$ cat src/rtl/spt_pkg.sv
// Shared types and constants for the sorted page table with a lazy tail.
// Used by the storage cells and the top-level sequencer; no dependencies.
`timescale 1ns / 1ps
`default_nettype none

package spt_pkg;

    localparam int KEY_W     = 32;
    localparam int PAYLOAD_W = 64;
    localparam int PAGES_W   = 32;
    localparam int SUM_W     = 48;
    localparam int POS_W     = 11;
    localparam int TAIL_SCAN_LIMIT = 7;

    localparam logic [1:0] KIND_APPEND = 2'd0;
    localparam logic [1:0] KIND_SEARCH = 2'd1;
    localparam logic [1:0] KIND_REMOVE = 2'd2;
    localparam logic [1:0] KIND_CLEAR  = 2'd3;

    localparam logic [1:0] STATUS_OK    = 2'd0;
    localparam logic [1:0] STATUS_FULL  = 2'd1;
    localparam logic [1:0] STATUS_RANGE = 2'd2;

    typedef struct packed {
        logic [KEY_W-1:0]     key;
        logic [PAYLOAD_W-1:0] payload;
    } entry_t;

    typedef enum logic [2:0] {
        CELL_HOLD  = 3'd0,
        CELL_INS   = 3'd1,
        CELL_WRITE = 3'd2,
        CELL_DEL   = 3'd3,
        CELL_SORT  = 3'd4
    } cell_op_t;

    typedef struct packed {
        cell_op_t             op;
        logic                 phase;
        logic [KEY_W-1:0]     key;
        logic [PAYLOAD_W-1:0] payload;
    } cell_cmd_t;

endpackage

`default_nettype wire

$ cat src/rtl/spt_cell.sv
// One table position: holds an entry and trades it with its two neighbors.
// Depends on spt_pkg for the entry and command types.
`timescale 1ns / 1ps
`default_nettype none

module spt_cell
    import spt_pkg::*;
#(
    parameter int IDX = 1,
    parameter int CW  = 12
)
(
    input  wire logic          clk,
    input  wire cell_cmd_t     cmd,
    input  wire logic [CW-1:0] sorted,
    input  wire logic [CW-1:0] len,
    input  wire logic [CW-1:0] pos,
    input  wire entry_t        left,
    input  wire entry_t        right,
    input  wire logic          left_shift,
    output logic               shift,
    output entry_t             value
);

    localparam logic [CW-1:0] MY_POS = CW'(IDX);
    localparam logic          MY_PAR = 1'(IDX % 2);

    entry_t value_reg;
    entry_t value_next;
    logic   pair_left;
    logic   pair_right;

    // During an insert, every tail cell and every head cell with a larger key moves up.
    assign shift = (MY_POS > sorted) || (value_reg.key > cmd.key);
    assign value = value_reg;

    // Odd-even transposition: pairs (j, j+1) with j of the current parity compare.
    assign pair_left  = (MY_PAR == cmd.phase) && (MY_POS < len)
                        && (value_reg.key > right.key);
    assign pair_right = (MY_PAR != cmd.phase) && (IDX >= 2) && (MY_POS <= len)
                        && (left.key > value_reg.key);

    always_comb
    begin
        value_next = value_reg;
        case (cmd.op)
            CELL_INS:
            begin
                if (shift)
                begin
                    value_next = left_shift ? left : '{key: cmd.key, payload: cmd.payload};
                end
            end
            CELL_WRITE:
            begin
                if (MY_POS == pos)
                begin
                    value_next = '{key: cmd.key, payload: cmd.payload};
                end
            end
            CELL_DEL:
            begin
                if (MY_POS >= pos)
                begin
                    value_next = right;
                end
            end
            CELL_SORT:
            begin
                if (pair_left)
                begin
                    value_next = right;
                end
                else if (pair_right)
                begin
                    value_next = left;
                end
            end
            default:
            begin
                value_next = value_reg;
            end
        endcase
    end

    always_ff @(posedge clk)
    begin
        value_reg <= value_next;
    end

endmodule

`default_nettype wire

$ cat config.mk
export PLATFORM = sky130hd
export DESIGN_NAME = spt_cell
export DESIGN_NICKNAME = d
export VERILOG_FILES = /design/src/rtl/spt_pkg.sv /design/src/rtl/spt_cell.sv
export SDC_FILE = /design/constraint.sdc
export NUM_CORES = 1
export LEC_CHECK = 0
export ABC_AREA = 1
export BUFFER_PORTS_ARGS = -buffer_cell sky130_fd_sc_hd__buf_2
export CAP_MARGIN = 20
export CORE_AREA = 2 2 166 168
export DETAILED_ROUTE_END_ITERATION = 8
export DIE_AREA = 0 0 168 170
export PLACE_DENSITY_LB_ADDON = 0.05
export SLEW_MARGIN = 20
export SYNTH_ARGS = -nofsm -noshare
export SYNTH_HDL_FRONTEND = slang
export SYNTH_SLANG_ARGS = --single-unit
$ cat constraint.sdc
create_clock -name clk -period 13.3 [get_ports clk]
set_clock_uncertainty 0.1 [all_clocks]
set_input_delay 2.66 -clock clk [delete_from_list [all_inputs] [get_ports clk]]
set_output_delay 2.66 -clock clk [all_outputs]
set_load 0.1 [all_outputs]
After elaboration in Yosys (flattened, before gate mapping)
Cells that the tools add are included.
{"block": "op_classes", "n_eq_ne": 9, "n_mux": 6, "n_reduce_logical": 5, "n_lt_le_gt_ge": 5}
{"cell": "$mux 96", "n": 5}
{"cell": "$pmux 96 s4", "n": 1}
{"cell": "$gt 32x32->1", "n": 2}
{"cell": "$eq 1x12->1 const A", "n": 1}
{"cell": "$ge 1x12->1 const A", "n": 1}
{"cell": "$gt 1x12->1 const A", "n": 1}
{"cell": "$lt 1x12->1 const A", "n": 1}
{"cell": "$ne 2x2->1 const B", "n": 4}
{"cell": "$eq 3x2->1 const B", "n": 2}
{"cell": "$reduce_and 5->1", "n": 1}
{"cell": "$reduce_bool 4->1", "n": 1}
{"cell": "$eq 3x1->1 const B", "n": 1}
{"cell": "$eq 3x3->1 const B", "n": 1}
{"cell": "$logic_and 1x1->1", "n": 2}
{"cell": "$logic_or 1x1->1", "n": 1}
{"block": "word_totals", "ff_bits": 96, "out_inout_bits": 97, "in_bits": 330}

Logic depth before layout (Yosys ltp)
Gate-level depths: netlist (run 1).
{"block": "depth", "depth_word": 5, "ltp_mapped": 17}

Least setup slack after synthesis (run 1)
Ideal clock, no wire load.
{"block": "synth_timing", "path_kind": "input-to-reg", "from": "input port cmd[95] (netlist name)", "to": "register value_reg (netlist bit value[0]), enable pin", "setup_slack_ns": 4.297, "arrival_ns": 8.351, "stages": 11, "cell_sequence": "inv_1 -> ha_1 -> nand2_1 -> nor3_1 -> and3_1 -> nand2_1 -> nand2_1 -> nand2_1 -> nand2_1 -> nor2_1 -> nor2_1"}
{"block": "synth_between", "elab_chain_len": 4}
{"element": "from (decl)", "line": "spt_cell.sv:14", "source": "input wire cell_cmd_t cmd,"}
{"element": "$gt 32x32->1", "line": "spt_cell.sv:34", "source": "assign shift = (MY_POS > sorted) || (value_reg.key > cmd.key);"}
{"element": "$logic_or 1x1->1", "line": "spt_cell.sv:34"}
{"element": "named net shift", "line": "spt_cell.sv:21", "source": "output logic shift,"}
{"element": "$ne 2x2->1 (no line)"}
{"element": "$reduce_and 5->1 (no line)"}
{"element": "to (signal assigned)", "line": "spt_cell.sv:88", "source": "value_reg <= value_next;"}
{"element": "to (decl)", "line": "spt_cell.sv:28", "source": "entry_t value_reg;"}
The timed path passes the listed nets, and every way through them passes these cells.
A chain may end at the register's enable or synchronous reset.

Final worst setup path (run 1)
{"block": "layout_timing", "from": "input port cmd[91] (netlist name)", "to": "output port shift"}
{"block": "layout_between", "elab_chain_len": 2}
{"element": "$gt 32x32->1", "line": "spt_cell.sv:34"}
{"element": "$logic_or 1x1->1", "line": "spt_cell.sv:34"}
{"element": "to (decl)", "line": "spt_cell.sv:21"}
No other way between the ends.

==> results of run 1 <==
[kinds of logic after synthesis]
logic type	after synthesis
adder cells (fa/ha/maj)	64
AND/OR/NAND/NOR	180
flip-flops	96
AO/OA/AOI/OAI	237
multiplexers	65
buffers and inverters	132
[cell type report]
cell class              instances  share of cell area
inverters                      81              0.0308
diodes                          3            0.000753
well taps                     341              0.0428
clock buffers                  10              0.0230
repair buffers                433               0.220
clock inverters                 6             0.00603
multi-input cells             546               0.387
flip-flops and latches         96               0.289
[stage by stage]
stage                     hold slack, ns  total power [mW]  utilization  setup WS [ns]  instances
final                               1.55              1.10        0.374           6.12       1516
after global routing                1.71              1.16        0.374           5.98       1515
after floorplan                     2.77             0.723            -           4.30        774
after global placement              1.58             0.845        0.363           6.10       1497
after detailed placement            1.58             0.845        0.363           6.08       1497
after CTS                           1.60              1.12        0.374           6.08       1513
[cells in the mapped netlist (3+ instances only)]
master,count
nand2_1,132
edfxtp_1,96
inv_1,80
a22oi_1,65
mux2i_1,65
o31ai_1,65
ha_1,64
o21ai_0,37
o221ai_1,31
a21oi_1,29
buf_2,24
clkbuf_1,24
nor2_1,21
nand3_1,6
nor3_1,6
nor4_1,6
nand4_1,4
o21a_1,4
a21o_1,3
buf_1,3
[where the power goes]
part,switching (mW),leakage (nW),internal (mW)
registers,0.0120,0.910,0.374
logic,0.333,3.82,0.114
clock network,0.134,0.141,0.132
total,0.479,4.87,0.620
[path summary, 6_finish.rpt]
| check | from | end | slack (ns) |
|---|---|---|---|
| max | cmd[91] | shift | 6.12 |
| min | value[65] | value[91] | 1.55 |
| max reg2reg | value[87] | value[15] | 10.32 |
| min reg2reg | value[65] | value[91] | 1.55 |
[layer usage]
metal / track usage / vias up / share of wire
met5: 0 / - / 0.0014
met4: 0.0405 / 6 / 0.013
met3: 0.0563 / 23 / 0.075
met2: 0.341 / 267 / 0.51
met1: 0.220 / 3328 / 0.40
li1: - / 3687 / -
[worst max-delay path, cell delays in order]
cell     delay [ns]
buf_2          0.09
inv_1          0.06
ha_1           0.31
nand4_1        0.12
nor3_1         0.20
and3_1         0.27
nand2_1        0.07
nand2_1        0.05
nand2_1        0.05
nand2_1        0.07
buf_2          0.45
==> run_results.csv, run 1 <==
group,metric,value,unit
worst_setup_path,critPathLaunchType,"input pin",
sta,setup_viol,0,
synthesis,synth-compound-area-share,0.228,
grt,grt_overflow,0,
job,cap_violations,0,
sta,rsz0062_at_grt,"no",
synthesis,synth_fa_ha_area_frac,0.111,
die,coreArea,26700,um2
clocking,cts_resized,0,
layout,drive_gt1_frac,0.387,
layout,layout_commonest_cell,"buf_2",
layout,nFillCells,2782,
worst_setup_path,reg2reg_depth,12,
power_and_ir_drop,ir_drop,0.0608,mV
drt,num_vias,7311,
sta,slew_viol_final,0,
synthesis,synth_ff_type,"edfxtp_1",
grt,antenna_found_initial,6,
drt,final_antenna_net_count,0,
die,die-area,28600,um2
layout,regArea,2880,um2
sta,worst_pin_slew,1.08,ns
die,io-pin-count,427,
synthesis,synth_edf_count,96,
clocking,path_clk_slew,0.07,ns
clocking,root_buffer,"clkbuf_16",
placed_design,placed_cell_area,9670,um2
synthesis,synthTopCellsByArea,"edfxtp_1, ha_1, mux2i_1, nand2_1, a22oi_1",
synthesis,synth_top_area_frac,0.398,
layout,area_growth,37.5,%
clocking,postCtsSetupRepairBufs,0,
drt,drt_first_pass_iters,5,
layout,nets,1561,
placed_design,gp_congestion,0.771,
die,die_w,168,um
synthesis,netlist_area,7240,um2
clocking,cts.htree.levels,3,
drt,drtIter0Drc,482,
worst_setup_path,critPathMaxFanout,3,
layout,multi_input_area,3860,um2
grt,grt_pass1_vias,7148,
synthesis,synth_top_family_by_area,"compound AO/OA/AOI/OAI gates",
layout,final_cell_mix,"buf_2, nand2_1, edfxtp_1",
worst_setup_path,path_class,"input pin to output port",
clocking,cts_max_path_buffers,2,
die,floorplan.initialDensity,0.272,
power_and_ir_drop,power.density,110,nW/um2
grt,grt_pass1_wl,41100,um
layout,largest_reg_flops,96,
die,num_rows,60,
synthesis,synth-xor-area-share,0,
synthesis,ys_seq_area_frac,0.398,
drt,routedWlPerCell,18.4,um
synthesis,muxShareOfSynthArea,0.0898,
placed_design,hpwlAfterDp,21700,um
die,fp.dieH,170,um
sta,slew_headroom,0.281,
grt,grt_max_degree,105,
sta,min_period_over_period,0.540,
clocking,numCtsBuffers,9,
synthesis,syn-num-nets,1168,
worst_setup_path,cp_data_arrival_time,4.42,ns
synthesis,synth-simple-area-share,0.101,
synthesis,synth.avg_cell_area,9.36,um2
synthesis,synth_cells,774,
drt,finalWirelength,27900,um
clocking,numClockSinks,96,
synthesis,synth_cell_types,28,
synthesis,yosysWarnings,0,
synthesis,synth_area_leader_cell,"edfxtp_1",
grt,grt.total_usage,0.189,
min_path,hold_path_depth,9,
clocking,insertion_delay,0.35,ns
placed_design,port_buffers,425,
min_path,worstHoldPathType,"register to register",
sta,finalSetupTns,0,ns
clocking,cts_tree,"done",
layout,design_area,9960,um2
sta,clock.fmax,0.139,GHz
synthesis,ys_seq_elements,96,
worst_setup_path,end_kind,"output port",
sta,finalHoldViolations,0,
synthesis,async_reset_ff_frac,0,
drt,drc,0,
power_and_ir_drop,power_leakage,4.87,nW
clocking,cts-hold-fix-buffers,0,
sta,layout_min_cycle_time,7.18,ns
run_status,status,"completed",
worst_setup_path,critical_path_required,10.54,ns
drt,vias_per_cell,4.82,
Note: power is estimated with default switching activity, not from simulation.
==> run 2: changes to the inputs <==
--- a/config.mk
+++ b/config.mk
@@ -5,12 +5,12 @@
 export SDC_FILE = /design/constraint.sdc
 export NUM_CORES = 1
 export LEC_CHECK = 0
-export ABC_AREA = 1
+export ABC_AREA = 0
 export BUFFER_PORTS_ARGS = -buffer_cell sky130_fd_sc_hd__buf_2
 export CAP_MARGIN = 20
-export CORE_AREA = 2 2 166 168
+export CORE_AREA = 2 2 167 169
 export DETAILED_ROUTE_END_ITERATION = 8
-export DIE_AREA = 0 0 168 170
+export DIE_AREA = 0 0 169 171
 export PLACE_DENSITY_LB_ADDON = 0.05
 export SLEW_MARGIN = 20
 export SYNTH_ARGS = -nofsm -noshare
==> constraint.sdc (replaced) <==
create_clock -name clk -period 6.6 [get_ports clk]
set_clock_uncertainty 0.1 [all_clocks]
set_input_delay 1.32 -clock clk [delete_from_list [all_inputs] [get_ports clk]]
set_output_delay 1.32 -clock clk [all_outputs]
set_load 0.1 [all_outputs]
==> run_results.csv, run 2 <==
group,metric,value,unit
synthesis,synth_area_leader_cell,"edfxtp_1",
synthesis,synth_cells,575,
worst_setup_path,startpoint,"cmd[79]",
min_path,hold_end,"value[25]",
drt,drt_first_pass_iters,9,
worst_setup_path,critPathLaunchType,"input pin",
sta,worst_pin_slew,0.950,ns
clocking,cts_max_path_buffers,2,
placed_design,port_buffers,425,
synthesis,syn-num-nets,969,
placed_design,hpwlAfterDp,20100,um
grt,grt_max_degree,97,
layout,largest_reg_flops,96,
worst_setup_path,reg2reg_slack,3.02,ns
grt,grt_pass1_vias,6039,
die,floorplan.initialDensity,0.226,
sta,clock.fmax,0.206,GHz
worst_setup_path,cp_common_cell,"buf_2",
sta,finalSetupTns,0,ns
grt,grt_pass1_wl,35800,um
worst_setup_path,timing.rr.end,"value[71]",
clocking,path_clk_slew,0.08,ns
layout,layout_commonest_cell,"buf_2",
die,num_rows,61,
placed_design,dp_cells,1322,
die,io-pin-count,427,
worst_setup_path,reg2reg_depth,8,
drt,num_vias,6359,
synthesis,ys_seq_elements,96,
synthesis,synth_cell_types,44,
run_status,violations,"design-rule violations",
worst_setup_path,cp_cell_sequence,"buf_2 > inv_1 > ha_1 > nand4_1 > nor4_2 > and3_1 > a31oi_1 > or3_1 > buf_2",
sta,min_period_over_period,0.737,
synthesis,ys_seq_area_frac,0.467,
min_path,hold_path_depth,3,
synthesis,synth_top_area_frac,0.467,
grt,antenna_found_initial,4,
layout,design_area,9040,um2
worst_setup_path,critPathMaxFanout,3,
sta,finalHoldViolations,0,
synthesis,synth_ff_type,"edfxtp_1",
clocking,cts_tree,"done",
worst_setup_path,cpPeakStageDelay,0.42,ns
job,cap_violations,0,
drt,final_antenna_net_count,0,
clocking,root_buffer,"clkbuf_16",
drt,finalWirelength,25600,um
grt,grt_overflow,0,
synthesis,netlist_area,6170,um2
min_path,hp-start,"cmd[25]",
clocking,cts_resized,0,
die,die-area,28900,um2
synthesis,synth.avg_cell_area,10.7,um2
layout,area_growth,46.4,%
clocking,cts-hold-fix-buffers,0,
power_and_ir_drop,total_power,2.08,mW
worst_setup_path,r2r_start,"value[87]",
drt,drtIter0Drc,714,
die,coreArea,27300,um2
power_and_ir_drop,ir_drop,0.0865,mV
layout,nets,1382,
layout,final_util,0.331,
layout,final-instance-count-excl-fill,1340,
synthesis,synth_edf_count,96,
synthesis,ys_top_cells_by_count,"inv_1, a222oi_1, edfxtp_1, ha_1, a21oi_1",
power_and_ir_drop,power.density,231,nW/um2
drt,drc,1,
sta,setup_viol,0,
worst_setup_path,path_class,"input pin to output port",
synthesis,yosysWarnings,0,
synthesis,synthTopCellsByArea,"edfxtp_1, a222oi_1, ha_1, inv_1, a21oi_1",
placed_design,placed_cell_area,8700,um2
layout,drive_gt1_frac,0.462,
worst_setup_path,cp_data_arrival_time,3.44,ns
synthesis,yosysMostFrequentCell,"inv_1",
synthesis,async_reset_ff_frac,0,
clocking,postCtsSetupRepairBufs,0,
sta,rsz0062_at_grt,"no",
drt,vias_per_cell,4.75,
placed_design,gp_congestion,0.737,
power_and_ir_drop,power_leakage,4.68,nW
sta,layout_min_cycle_time,4.86,ns
clocking,cts.htree.levels,3,
worst_setup_path,critical_path_required,5.18,ns
drt,routedWlPerCell,19.1,um
sta,slew_headroom,0.365,
clocking,insertion_delay,0.35,ns
grt,grt.total_usage,0.165,
min_path,worstHoldPathType,"input pin to register",
clocking,numClockSinks,96,
layout,final_cell_mix,"buf_2, inv_1, a222oi_1, edfxtp_1, ha_1",
sta,slew_viol_final,0,
clocking,numCtsBuffers,9,
die,die_w,169,um
worst_setup_path,end_kind,"output port",
die,fp.dieH,171,um
worst_setup_path,cp_slowest_cell,"or3_1",
run_status,status,"finished, violations left",
## run 2: cell types whose count changed after synthesis, moves of 4 or more
cell,previous run,this run
nand2_1,132,16
a222oi_1,0,96
inv_1,80,161
mux2i_1,65,0
a22oi_1,65,1
o31ai_1,65,1
o221ai_1,31,0
o21ai_0,37,10
nor2_1,21,6
buf_2,24,11
clkbuf_1,24,15
nand4_1,4,12
a31oi_1,0,4
nand2b_1,0,4
## run 2: cell type report
cell class	count	area, um2
inverters	161	604
well taps	346	433
clock inverters	6	90.1
diodes	1	2.50
fillers	2905	18300
multi-input cells	288	2590
repair buffers	432	2200
clock buffers	10	229
flip-flops and latches	96	2880
## run 2: per-layer routing
layer / vias up / routed length [um] / GRT usage
li1: 3068 / - / -
met1: 2988 / 10800 / 0.210
met2: 281 / 12500 / 0.280
met3: 18 / 2050 / 0.0467
met4: 4 / 261 / 0.0327
met5: - / 24 / 0
## run 2: cells by family after synthesis
group	synth area share
flip-flops	0.467
adder cells (fa/ha/maj)	0.130
buffers and inverters	0.118
AO/OA/AOI/OAI	0.219
AND/OR/NAND/NOR	0.0661
## run 2: critical path: cells and delay by family
kind	cells	cell delay, ns
and+or+nand+nor	4	1.24
buffers and inverters	3	0.47
adders and majority gates	1	0.30
AOI/OAI and AO/OA	1	0.10
## run 2: report_power, final
group	internal, mW	leakage (nW)	switching [mW]
registers	0.736	0.905	0.0194
clock network	0.335	0.155	0.256
logic	0.199	3.62	0.537
total	1.27	4.68	0.813
## run 2: per-stage QoR
stage / setup slack [ns] / hold WS (ns)
finish: 1.74 / 1.14
global route: 1.55 / 1.14
CTS: 1.60 / 1.13
detailed placement: 1.60 / 1.51
global placement: 1.63 / 1.51
floorplan: 1.05 / 1.41
## run 2: worst max-delay path by stage
stage,cells after the start,end
final,9,shift
after CTS,9,shift
after detailed placement,9,shift
after global placement,9,shift
after floorplan,8,value[0]
after global routing,9,shift
==> run 3: changes to the inputs <==
==> constraint.sdc (replaced) <==
create_clock -name clk -period 4.29 [get_ports clk]
set_clock_uncertainty 0.1 [all_clocks]
set_input_delay 0.858 -clock clk [delete_from_list [all_inputs] [get_ports clk]]
set_output_delay 0.858 -clock clk [all_outputs]
set_load 0.1 [all_outputs]
==> run_results.csv, run 3 (synthesized netlist as in run 2, its figures left out) <==
group,metric,value,unit
clocking,cts_max_path_buffers,2,
clocking,numClockSinks,96,
drt,vias_per_cell,4.66,
drt,num_vias,6250,
clocking,path_clk_slew,0.08,ns
layout,drive_gt1_frac,0.465,
worst_setup_path,path_class,"input pin to output port",
die,num_rows,61,
placed_design,port_buffers,425,
worst_setup_path,cp_slowest_cell,"or3_1",
grt,grt_overflow,0,
clocking,postCtsSetupRepairBufs,0,
grt,grt_max_degree,67,
worst_setup_path,critPathMaxFanout,3,
die,floorplan.initialDensity,0.226,
die,die-area,28900,um2
drt,drtIter0Drc,610,
layout,design_area,9070,um2
worst_setup_path,crit_family,"compound AO/OA/AOI/OAI gates",
worst_setup_path,critPathLaunchType,"input pin",
layout,layout_commonest_cell,"buf_2",
layout,multi_input_area,2610,um2
worst_setup_path,worst-path-buf-inv,3,
clocking,numCtsBuffers,9,
sta,min_period_over_period,0.906,
drt,final_antenna_net_count,0,
placed_design,dp_slack,0.386,ns
worst_setup_path,critical_path_required,3.33,ns
placed_design,hpwlAfterDp,20000,um
layout,nets,1383,
power_and_ir_drop,power.density,352,nW/um2
layout,largest_reg_flops,96,
clocking,cts_tree,"done",
clocking,insertion_delay,0.35,ns
die,fp.dieH,171,um
layout,final_cell_mix,"buf_2, inv_1, a222oi_1, edfxtp_1, ha_1",
grt,grt.total_usage,0.163,
worst_setup_path,cp_data_arrival_time,2.93,ns
die,coreArea,27300,um2
clocking,cts_resized,0,
worst_setup_path,cpPeakStageDelay,0.45,ns
min_path,worstHoldPathType,"input pin to register",
sta,finalSetupTns,0,ns
sta,layout_min_cycle_time,3.89,ns
worst_setup_path,end_kind,"output port",
power_and_ir_drop,ir_drop,0.117,mV
die,die_w,169,um
sta,clock.fmax,0.257,GHz
sta,slew_headroom,0.363,
grt,grt_pass1_vias,5930,
layout,area_growth,46.9,%
sta,slew_viol_final,0,
sta,rsz0062_at_grt,"no",
layout,final-instance-count-excl-fill,1341,
run_status,status,"completed",
grt,antenna_found_initial,5,
sta,finalHoldViolations,0,
drt,drt_first_pass_iters,7,
sta,setup_viol,0,
clocking,root_buffer,"clkbuf_16",
power_and_ir_drop,power_leakage,4.68,nW
drt,drc,0,
placed_design,placed_cell_area,8750,um2
drt,finalWirelength,25300,um
worst_setup_path,cp_cell_sequence,"buf_2 > inv_1 > ha_1 > a41oi_1 > o21ai_0 > a221oi_1 > a31oi_1 > or3_1 > buf_12",
clocking,cts.htree.levels,3,
layout,nFillCells,2969,
clocking,cts-hold-fix-buffers,0,
placed_design,gp_congestion,0.764,
job,cap_violations,0,
sta,setup_ws,0.404,ns
sta,worst_pin_slew,0.953,ns
drt,routedWlPerCell,18.8,um
grt,grt_pass1_wl,35600,um
layout,regArea,2880,um2
die,io-pin-count,427,
placed_design,dp_cells,1324,
## run 3: cell count changes in the layout (fill, tap and decap cells not counted), sizes merged
| cell | delta |
|---|---|
| clkinv | +2 |
| clkbuf | -1 |
| inv | -2 |
| buf | +1 |
| diode | +1 |
## run 3: final timing paths
path             start        end  slack (ns)  cells past startpoint
max            cmd[87]      shift        0.40                      9
min            cmd[62]  value[62]        0.68                      3
max reg2reg  value[77]  value[78]        1.06                      8
min reg2reg  value[66]  value[90]        1.60                      7
## run 3: cell type report
cell class              count  area share
inverters                 161      0.0666
flip-flops and latches     96       0.318
clock inverters             6     0.00938
diodes                      2    0.000552
repair buffers            433       0.246
multi-input cells         288       0.287
clock buffers               9      0.0248
well taps                 346      0.0477
## run 3: tightest hold or removal path, cell delays in order
cell and delay [ns]:
buf_2 0.07, a222oi_1 0.05, inv_1 0.05
## run 3: power by group
part / switching, mW / internal, mW / leakage [nW]
Combinational: 0.828 / 0.313 / 3.63
Clock: 0.382 / 0.507 / 0.151
Sequential: 0.0290 / 1.13 / 0.905
Total: 1.24 / 1.95 / 4.68
## run 3: layer usage
layer	GRT usage	wire length, um	vias up
met5	0	22	-
met4	0.0435	305	4
met3	0.0379	1840	19
met2	0.273	12000	269
met1	0.213	11100	2891
li1	-	-	3067
## run 3: per-stage QoR
| step | hold WS, ns | power [mW] | util |
|---|---|---|---|
| global route | 0.682 | 3.35 | 0.332 |
| CTS | 0.662 | 3.25 | 0.332 |
| global placement | 1.04 | 2.34 | 0.320 |
| finish | 0.681 | 3.19 | 0.332 |
| floorplan | 0.952 | 1.98 | - |
| detailed placement | 1.05 | 2.34 | 0.320 |
